<file path="config.mk">
export PLATFORM = sky130hd
export DESIGN_NAME = lfu_cache_table_flat
export DESIGN_NICKNAME = d
export VERILOG_FILES = /design/src/design/lfu_pkg.sv /design/src/design/lfu_if.sv /design/src/design/lfu_cache_table.sv /design/src/design/lfu_front.sv /design/src/design/lfu_back.sv /design/src/flat_wrapper.sv
export SDC_FILE = /design/constraint.sdc
export NUM_CORES = 2
export LEC_CHECK = 0
export BUFFER_PORTS_ARGS = -buffer_cell sky130_fd_sc_hd__buf_2
export CAP_MARGIN = 20
export CORE_MARGIN = 3
export CORE_UTILIZATION = 55
export DETAILED_ROUTE_END_ITERATION = 7
export PLACE_DENSITY = 0.74
export SYNTH_ARGS = -nofsm -noshare
export SYNTH_HDL_FRONTEND = slang
export SYNTH_SLANG_ARGS = --single-unit
export TNS_END_PERCENT = 30
</file>
<file path="constraint.sdc">
create_clock -name clock -period 8.3 [get_ports clock]
set_clock_uncertainty 0.15 [all_clocks]
set_input_delay 0.415 -clock clock [delete_from_list [all_inputs] [get_ports clock]]
set_output_delay 0.415 -clock clock [all_outputs]
set_load 0.02 [all_outputs]
</file>
<file path="src/design/lfu_pkg.sv">
// ----------------------------------------------------------------------------
// LFU cache package
// Shared request and response types and command codes for the LFU cache.
// ----------------------------------------------------------------------------
package lfu_pkg;

   localparam logic CMD_GET = 1'b0;
   localparam logic CMD_PUT = 1'b1;

   localparam int CAP_WIDTH = 5;

   typedef struct packed {
      logic        command;
      logic [31:0] key;
      logic [31:0] value;
   } req_type;

   typedef struct packed {
      logic        hit;
      logic [31:0] read_value;
   } rsp_type;

endpackage

</file>
<file path="src/design/lfu_if.sv">
// ----------------------------------------------------------------------------
// LFU cache channel interfaces
// Valid/ready channels for requests, responses and the capacity register.
// ----------------------------------------------------------------------------
interface lfu_req_if import lfu_pkg::*; ();
   logic    valid;
   logic    ready;
   req_type payload;
   modport source (output valid, output payload, input ready);
   modport sink   (input valid, input payload, output ready);
endinterface

interface lfu_rsp_if import lfu_pkg::*; ();
   logic    valid;
   logic    ready;
   rsp_type payload;
   modport source (output valid, output payload, input ready);
   modport sink   (input valid, input payload, output ready);
endinterface

interface lfu_csr_if import lfu_pkg::*; ();
   logic                 valid;
   logic                 ready;
   logic [CAP_WIDTH-1:0] data;
   modport source (output valid, output data, input ready);
   modport sink   (input valid, input data, output ready);
endinterface

</file>
<file path="src/design/lfu_cache_table.sv">
// Each request goes through the idle, match and execute states; a put that
// evicts also scans the table for a victim first, one line per cycle.
// A new request is taken only in idle, once any response has been accepted.
// A two-entry request queue decouples intake from the table engine.
// Reset (synchronous) invalidates all lines and sets capacity to 16.
// ----------------------------------------------------------------------------
// LFU cache table top level
// LFU key/value cache with LRU tie break, capacity register and a request queue.
// ----------------------------------------------------------------------------
module lfu_cache_table import lfu_pkg::*; #(
   parameter int ENTRIES     = 16,
   parameter int COUNT_WIDTH = 16
) (
   input  logic      clock,
   input  logic      reset,
   lfu_req_if.sink   req,
   lfu_rsp_if.source rsp,
   lfu_csr_if.sink   csr
);

   logic [CAP_WIDTH-1:0] cap_ff;
   logic                 q_valid, q_pop;
   req_type              q_data;

   assign csr.ready = 1'b1;

   always_ff @(posedge clock) begin
      if (reset) begin
         cap_ff <= CAP_WIDTH'(16);
      end else if (csr.valid) begin
         cap_ff <= csr.data;
      end
   end

   lfu_front u_front (
      .clock, .reset, .req, .q_valid, .q_pop, .q_data
   );

   lfu_back #(.ENTRIES(ENTRIES), .COUNT_WIDTH(COUNT_WIDTH)) u_back (
      .clock, .reset, .q_valid, .q_pop, .q_data, .cap_raw(cap_ff), .rsp
   );

endmodule

</file>
<file path="src/design/lfu_front.sv">
// ----------------------------------------------------------------------------
// LFU cache front end
// Accepts requests into a two-entry queue toward the table engine.
// ----------------------------------------------------------------------------
module lfu_front import lfu_pkg::*; (
   input  logic    clock,
   input  logic    reset,
   lfu_req_if.sink req,
   output logic    q_valid,
   input  logic    q_pop,
   output req_type q_data
);

   req_type    slot_ff [2];
   req_type    slot_in [2];
   logic [1:0] cnt_ff, cnt_in;
   logic       push;

   assign req.ready = (cnt_ff != 2'd2);
   assign push      = req.valid && req.ready;
   assign q_valid   = (cnt_ff != 2'd0);
   assign q_data    = slot_ff[0];

   always_comb begin
      slot_in = slot_ff;
      cnt_in  = cnt_ff;
      if (q_pop) begin
         slot_in[0] = slot_ff[1];
         cnt_in     = cnt_in - 2'd1;
      end
      if (push) begin
         slot_in[cnt_in[0]] = req.payload;
         cnt_in             = cnt_in + 2'd1;
      end
   end

   always_ff @(posedge clock) begin
      slot_ff <= slot_in;
      if (reset) begin
         cnt_ff <= '0;
      end else begin
         cnt_ff <= cnt_in;
      end
   end

   a_no_pop_empty: assert property (@(posedge clock) disable iff (reset)
      q_pop |-> q_valid) else $error("pop from empty queue");
   a_cnt_range: assert property (@(posedge clock) disable iff (reset)
      cnt_ff != 2'd3) else $error("queue count overflow");
   a_full_stall: assert property (@(posedge clock) disable iff (reset)
      (cnt_ff == 2'd2 && !q_pop) |=> cnt_ff == 2'd2) else $error("queue lost entry");

endmodule

</file>
<file path="src/design/lfu_back.sv">
// ----------------------------------------------------------------------------
// LFU cache table engine
// Register table with parallel key match and a registered victim search.
// ----------------------------------------------------------------------------
module lfu_back import lfu_pkg::*; #(
   parameter int ENTRIES     = 16,
   parameter int COUNT_WIDTH = 16
) (
   input  logic                 clock,
   input  logic                 reset,
   input  logic                 q_valid,
   output logic                 q_pop,
   input  req_type              q_data,
   input  logic [CAP_WIDTH-1:0] cap_raw,
   lfu_rsp_if.source            rsp
);

   localparam int IW = (ENTRIES > 1) ? $clog2(ENTRIES) : 1;
   localparam int OW = $clog2(ENTRIES + 1);
   localparam logic [COUNT_WIDTH-1:0] CMAX = '1;

   typedef enum logic [3:0] {
      S_IDLE = 4'b0001, S_MATCH = 4'b0010, S_SCAN = 4'b0100, S_EXEC = 4'b1000
   } state_type;

   state_type              state_ff, state_in;
   logic [ENTRIES-1:0]     valid_ff, valid_in;
   logic [31:0]            key_ff   [ENTRIES];
   logic [31:0]            val_ff   [ENTRIES];
   logic [COUNT_WIDTH-1:0] cnt_ff   [ENTRIES];
   logic [IW-1:0]          rank_ff  [ENTRIES];
   logic [31:0]            key_in   [ENTRIES];
   logic [31:0]            val_in   [ENTRIES];
   logic [COUNT_WIDTH-1:0] cnt_in   [ENTRIES];
   logic [IW-1:0]          rank_in  [ENTRIES];
   req_type                cur_ff, cur_in;
   logic                   hit_ff, hit_in;
   logic [IW-1:0]          hidx_ff, hidx_in;
   logic [OW-1:0]          occ_ff, occ_in;
   logic [IW-1:0]          scan_ff, scan_in;
   logic                   vok_ff, vok_in;
   logic [IW-1:0]          vidx_ff, vidx_in;
   logic                   ovalid_ff, ovalid_in;
   rsp_type                odata_ff, odata_in;
   logic [OW-1:0]          cap;

   assign cap         = (32'(cap_raw) > 32'(ENTRIES)) ? OW'(ENTRIES) : OW'(cap_raw);
   assign rsp.valid   = ovalid_ff;
   assign rsp.payload = odata_ff;

   always_comb begin
      logic          ev;
      logic [IW-1:0] tgt;
      logic          fnd;
      logic [IW-1:0] tr;
      state_in  = state_ff;
      valid_in  = valid_ff;
      key_in    = key_ff;
      val_in    = val_ff;
      cnt_in    = cnt_ff;
      rank_in   = rank_ff;
      cur_in    = cur_ff;
      hit_in    = hit_ff;
      hidx_in   = hidx_ff;
      occ_in    = occ_ff;
      scan_in   = scan_ff;
      vok_in    = vok_ff;
      vidx_in   = vidx_ff;
      ovalid_in = ovalid_ff && !rsp.ready;
      odata_in  = odata_ff;
      q_pop     = 1'b0;
      ev        = 1'b0;
      tgt       = '0;
      fnd       = 1'b0;
      tr        = '0;
      case (state_ff)
         S_IDLE: begin
            if (q_valid && !ovalid_in) begin
               q_pop    = 1'b1;
               cur_in   = q_data;
               state_in = S_MATCH;
            end
         end
         S_MATCH: begin
            hit_in  = 1'b0;
            hidx_in = '0;
            occ_in  = '0;
            for (int i = 0; i < ENTRIES; i++) begin
               if (valid_ff[i] && key_ff[i] == cur_ff.key) begin
                  hit_in  = 1'b1;
                  hidx_in = IW'(i);
               end
               occ_in = occ_in + OW'(valid_ff[i]);
            end
            scan_in  = '0;
            vok_in   = 1'b0;
            vidx_in  = '0;
            state_in = (cur_ff.command == CMD_PUT && !hit_in && occ_in >= cap
                        && cap != '0) ? S_SCAN : S_EXEC;
         end
         S_SCAN: begin
            if (valid_ff[scan_ff] && (!vok_ff || cnt_ff[scan_ff] < cnt_ff[vidx_ff] ||
                (cnt_ff[scan_ff] == cnt_ff[vidx_ff] &&
                 rank_ff[scan_ff] > rank_ff[vidx_ff]))) begin
               vok_in  = 1'b1;
               vidx_in = scan_ff;
            end
            scan_in = scan_ff + IW'(1);
            if (32'(scan_ff) == ENTRIES - 1) state_in = S_EXEC;
         end
         default: begin
            state_in = S_IDLE;
            if (cur_ff.command == CMD_GET || (cap != '0 && hit_ff)) begin
               if (hit_ff) begin
                  tr = rank_ff[hidx_ff];
                  for (int i = 0; i < ENTRIES; i++)
                     if (valid_ff[i] && rank_ff[i] < tr) rank_in[i] = rank_ff[i] + IW'(1);
                  rank_in[hidx_ff] = '0;
                  if (cnt_ff[hidx_ff] != CMAX)
                     cnt_in[hidx_ff] = cnt_ff[hidx_ff] + COUNT_WIDTH'(1);
                  if (cur_ff.command == CMD_PUT) val_in[hidx_ff] = cur_ff.value;
               end
               if (cur_ff.command == CMD_GET) begin
                  ovalid_in           = 1'b1;
                  odata_in.hit        = hit_ff;
                  odata_in.read_value = hit_ff ? val_ff[hidx_ff] : 32'd0;
               end
            end else if (cap != '0) begin
               if (occ_ff >= cap) begin
                  ev  = vok_ff;
                  tgt = vidx_ff;
                  fnd = vok_ff;
               end else begin
                  for (int i = ENTRIES - 1; i >= 0; i--)
                     if (!valid_ff[i]) begin
                        tgt = IW'(i);
                        fnd = 1'b1;
                     end
               end
               if (fnd) begin
                  tr = rank_ff[tgt];
                  for (int i = 0; i < ENTRIES; i++)
                     if (valid_ff[i] && IW'(i) != tgt && !(ev && rank_ff[i] > tr))
                        rank_in[i] = rank_ff[i] + IW'(1);
                  valid_in[tgt] = 1'b1;
                  key_in[tgt]   = cur_ff.key;
                  val_in[tgt]   = cur_ff.value;
                  cnt_in[tgt]   = COUNT_WIDTH'(1);
                  rank_in[tgt]  = '0;
               end
            end
         end
      endcase
   end

   always_ff @(posedge clock) begin
      key_ff   <= key_in;
      val_ff   <= val_in;
      cnt_ff   <= cnt_in;
      rank_ff  <= rank_in;
      cur_ff   <= cur_in;
      hit_ff   <= hit_in;
      hidx_ff  <= hidx_in;
      occ_ff   <= occ_in;
      scan_ff  <= scan_in;
      vok_ff   <= vok_in;
      vidx_ff  <= vidx_in;
      odata_ff <= odata_in;
      if (reset) begin
         state_ff  <= S_IDLE;
         valid_ff  <= '0;
         ovalid_ff <= 1'b0;
      end else begin
         state_ff  <= state_in;
         valid_ff  <= valid_in;
         ovalid_ff <= ovalid_in;
      end
   end

   a_onehot: assert property (@(posedge clock) disable iff (reset)
      $onehot(state_ff)) else $error("state not one-hot");
   a_occ_cap: assert property (@(posedge clock) disable iff (reset)
      (state_ff == S_EXEC && cur_ff.command == CMD_PUT && !hit_ff && cap != '0
       && occ_ff >= cap) |-> vok_ff) else $error("no victim found");
   a_rsp_hold: assert property (@(posedge clock) disable iff (reset)
      (ovalid_ff && !rsp.ready) |=> ovalid_ff && $stable(odata_ff))
      else $error("response dropped");

endmodule

</file>
<file path="src/flat_wrapper.sv">
// flat-port wrapper written by rule: the top's interface ports become plain ports
module lfu_cache_table_flat import lfu_pkg::*;
#(
   parameter int ENTRIES     = 16,
   parameter int COUNT_WIDTH = 16
)
  (clock, reset, req_valid, req_payload, req_ready, rsp_valid, rsp_payload, rsp_ready, csr_valid, csr_data, csr_ready);
  lfu_req_if req_i ();
  lfu_rsp_if rsp_i ();
  lfu_csr_if csr_i ();
  input  logic clock;
  input  logic reset;
  input wire logic [$bits(req_i.valid)-1:0] req_valid;
  input wire logic [$bits(req_i.payload)-1:0] req_payload;
  output wire logic [$bits(req_i.ready)-1:0] req_ready;
  output wire logic [$bits(rsp_i.valid)-1:0] rsp_valid;
  output wire logic [$bits(rsp_i.payload)-1:0] rsp_payload;
  input wire logic [$bits(rsp_i.ready)-1:0] rsp_ready;
  input wire logic [$bits(csr_i.valid)-1:0] csr_valid;
  input wire logic [$bits(csr_i.data)-1:0] csr_data;
  output wire logic [$bits(csr_i.ready)-1:0] csr_ready;
  assign req_i.valid = req_valid;
  assign req_i.payload = req_payload;
  assign req_ready = req_i.ready;
  assign rsp_valid = rsp_i.valid;
  assign rsp_payload = rsp_i.payload;
  assign rsp_i.ready = rsp_ready;
  assign csr_i.valid = csr_valid;
  assign csr_i.data = csr_data;
  assign csr_ready = csr_i.ready;
  lfu_cache_table #(.ENTRIES(ENTRIES), .COUNT_WIDTH(COUNT_WIDTH)) u_core (.clock(clock), .reset(reset), .req(req_i), .rsp(rsp_i), .csr(csr_i));
endmodule
</file>
==> run summary <==
## Critical path
* compound AO/OA/AOI/OAI gates — cell type group with the largest total delay on the critical path
* reg2reg — Critical Setup Path Class
* register — CP Capture Type
* inv_1, nand2_1, ha_1, nand2_1, o21ai_0, a31o_2, nand2_1, nand2_2, mux4_2, a22oi_1, nand2_1, ha_1, nor2b_1, o21ai_0, nand2b_1, a21oi_1, a41o_1, o21ai_0, o32ai_1, a41oi_1, a31oi_1 — cell-by-cell listing of the critical path
* 6.80 ns — Critical Path AT
* 24 — maximum net fanout on the critical path
* register — startpoint types
* sky130_fd_sc_hd__nand2_1 — most frequent CP cell
* sky130_fd_sc_hd__nand2_1 — Max stage delay cell, worst path
* 21 — cell count of the worst reg-to-reg path
* u_core.cap_ff[4]$_SDFFE_PP1P_ — Critical R2R Launch
* 0.65 ns — Slowest Stage Delay on Critical Path
* u_core.cap_ff[4]$_SDFFE_PP1P_ — launch point of the worst path
* 8.69 ns — data required time at the worst endpoint
* 1 — critical path buffer and inverter count
* 21 — Crit path depth

## Finish
* 90500 um^2 — Layout Cell Area excl Fill
* 5990 — number of nets at the end of the flow
* 10570 — layout filler cell count
* 11.59% — Area Growth Syn to Fin
* 18.79% — layout cell share with drive strength beyond 1

## Yosys
* sky130_fd_sc_hd__edfxtp_1 57%, sky130_fd_sc_hd__mux4_2 12%, sky130_fd_sc_hd__xnor2_1 4.0% — top area cells in the synthesized netlist
* 0% — share of flip-flops with an asynchronous set or reset
* sky130_fd_sc_hd__edfxtp_1 — most frequently used cell type in the post-synthesis netlist
* 1526 — Post-synth EDFFs
* 5839 — synthesized net count
* sky130_fd_sc_hd__edfxtp_1 — Synth Flop Type
* 1526 x sky130_fd_sc_hd__edfxtp_1, 468 x sky130_fd_sc_hd__and2_1, 415 x sky130_fd_sc_hd__mux4_2, 375 x sky130_fd_sc_hd__xnor2_1, 257 x sky130_fd_sc_hd__nand2_1 — most instantiated cells after synthesis
* 1619 — #FFs+latches synth
* 14.52 um^2 — mean post-synth cell area
* 0 — Synth Warn #
* sky130_fd_sc_hd__edfxtp_1 — library cell with the largest summed area after synthesis
* 81100 um^2 — Synth Cell Area
* 58.80% — share of synthesized area occupied by flip-flops and latches
* 94 — synth unique cells
* 56.50% — top cell type's share of synthesized area
* 5586 — Syn Inst Count

## Die
* 146100 um^2 — Core Box Area
* 390.0 um — chip width
* 140 — Placement Rows
* 152100 um^2 — die area
* 55.51% — initial standard-cell utilization of the core
* 390.0 um — height of the die
* 111 — number of primary I/O pins

## GRT
* 52070 — number of global-route vias before repair
* 31.27% — global-route usage over all layers
* met2 — peak-usage layer in the global routing report
* 48.10% — global routing usage on met2
* 0 — global route overflow
* 349100 um — first-pass GRT wire length
* 6 — initial antenna violation count
* 131 — maximum number of pins on one net before global-route repair
* 8.771% — met3 Track Usage GR
* 41.80% — met1 global-route usage

## Pwr
* 31.08 nW — Lkg Pwr
* 325.1 nW/um^2 — Cell Pwr Density
* 0.3331 mV — largest vdd supply drop
* 29.42 mW — total power

## STA
* no — setup repair after global routing missed its margin
* 0 ns — setup total negative slack
* 1.280 ns — measured slew at the worst slew-check pin
* 0 — Hold Fails Final Rpt
* 155.9 MHz — Fmax achieved
* 6.414 ns — crit path time final
* 0 — Slew Viols, Final
* 77.28% — Period Utilization, post-route
* 14.67% — max_slew headroom
* 0 — setup violators final
* 1.886 ns — crit path setup slack, layout

## Placement
* 0.9674 — gp weighted congestion
* 109 — Buffers on Ports
* 139400 um — HPWL reported at the end of detailed placement
* 84200 um^2 — placed cell areas
* 1.955 ns — worst setup slack after placement

## Detailed routing
* 30.63 um — routed length per placed instance
* 238500 um — aggregate routed wire length
* 6756 — starting DRC count in detailed routing
* 6.754 — Avg Vias per Cell
* 8 — router iterations before antenna repair
* 0 — DR DRC count
* 52600 — total vias in the final route
* 0 — antenna-violating nets left

## Clock tree
* sky130_fd_sc_hd__clkbuf_16 — library cell used as clock root buffer
* 167 — cts bufs inserted
* 0.06 ns — clock-pin slew of the registers on the worst-case setup and hold paths
* 4 — Clock H-tree levels
* 0 — CTS resizes
* 0.81 ns — worst-skew pair later-pin latency
* 1619 — clock sink total
* done — TritonCTS clock tree
* 3 — maximum number of buffers from clock root to sink

## Hold path
* 2 — count of cells along the worst hold path
* req_payload[32] — startpoint of the most critical hold path
* in2reg — kind of path behind the tightest hold check

## Flow run
* 0 — maxcap violations

## Outcome
* finished clean — run status

## report_power, final
part	total (mW)	switching, mW	internal [mW]
sequential	12.4	1.37	11.0
combinational	9.65	6.05	3.60
clock	7.41	3.19	4.22
total	29.4	10.6	18.8
## cell type report
cell class / instances / area, um^2 / area share (%)
Clock inverter: 83 / 823.3 / 0.9098
Sequential cell: 1619 / 47690 / 52.69
Tap cell: 1917 / 2399 / 2.650
Inverter: 97 / 369.1 / 0.4079
Timing Repair Buffer: 371 / 2829 / 3.126
Antenna cell: 1 / 2.502 / 0.002765
Multi-Input combinational cell: 3481 / 31810 / 35.15
Clock buffer: 218 / 4577 / 5.058
## worst paths after layout
kind	endpoint	slack (ns)
setup reg to reg	u_core.u_back.rank_ff[47]$_DFFE_PP_	1.89
setup / recovery	u_core.u_back.rank_ff[47]$_DFFE_PP_	1.89
hold / removal	u_core.u_front.slot_ff[32]$_DFFE_PP_	0.18
hold reg to reg	u_core.u_back.cur_ff[34]$_DFFE_PP_	0.28
## cells by family (layout without fill, tap and decap cells)
family                     Yosys count  count (layout)  share of synthesized area, %
DFF                               1619            1619                         58.80
and+or+nand+nor                   1386            1386                         9.299
AOI/OAI and AO/OA                  810             810                         7.055
muxes                              581             581                         13.67
xor gates and xnor gates           525             525                         5.758
buffers and inverters              486             769                         2.578
adders and majority gates          178             178                         2.839
other                                1               2                      0.004624
## routing by layer
layer,wire length [um],vias up
li1,-,21820
met1,87400,26360
met2,109300,3651
met3,30020,763
met4,11670,6
met5,71,-
## state kept, by name, summed over array words and instances (netlist names), 4 cells and up
name / cells
u_core.u_back.cur_ff: 65
u_core.u_front.q_data: 65
u_core.u_front.slot_ff: 65
u_core.u_back.cnt_ff: 256
u_core.u_back.occ_ff: 5
u_core.u_back.valid_ff: 16
u_core.u_back.hidx_ff: 4
u_core.u_back.scan_ff: 4
u_core.u_back.rsp.payload: 33
u_core.u_back.key_ff: 512
u_core.u_back.val_ff: 512
u_core.u_back.state_ff: 4
u_core.u_back.rank_ff: 64
u_core.u_back.vidx_ff: 4
u_core.cap_ff: 5
## stage by stage
step	instances	hold WS [ns]	utilization, %
floorplan	5586	0.2576	-
global placement	7400	0.2610	57.63
detailed placement	7401	0.2640	57.64
CTS	7783	0.1430	61.89
global route	7787	0.1657	61.94
finish	7787	0.1791	61.94
## timing repair
item                                   CTS  global route
hold buffers                            81             0
endpoints found under the hold margin  146             0
setup buffers                            0             0
setup endpoints to repair                0             0
## layout by cell type, fill, tap and decap left out, types with 61 or more instances in the layout
cell                               n
sky130_fd_sc_hd__xnor2_1         375
sky130_fd_sc_hd__dlygate4sd3_1    81
sky130_fd_sc_hd__nor2b_1          72
sky130_fd_sc_hd__and2_1          468
sky130_fd_sc_hd__inv_1            94
sky130_fd_sc_hd__dfxtp_1          93
sky130_fd_sc_hd__nand3_1          61
sky130_fd_sc_hd__clkbuf_16       172
sky130_fd_sc_hd__buf_2           109
sky130_fd_sc_hd__nor2_1          120
sky130_fd_sc_hd__mux2i_1         142
sky130_fd_sc_hd__mux4_2          415
sky130_fd_sc_hd__and3_1           70
sky130_fd_sc_hd__nand4_1         111
sky130_fd_sc_hd__buf_4           173
sky130_fd_sc_hd__ha_1            167
sky130_fd_sc_hd__o21ai_0         223
sky130_fd_sc_hd__nand2_1         255
sky130_fd_sc_hd__xor2_1          142
sky130_fd_sc_hd__edfxtp_1       1526
sky130_fd_sc_hd__a22o_1          221
sky130_fd_sc_hd__a21oi_1          74
(Power assumes the default switching activity.)
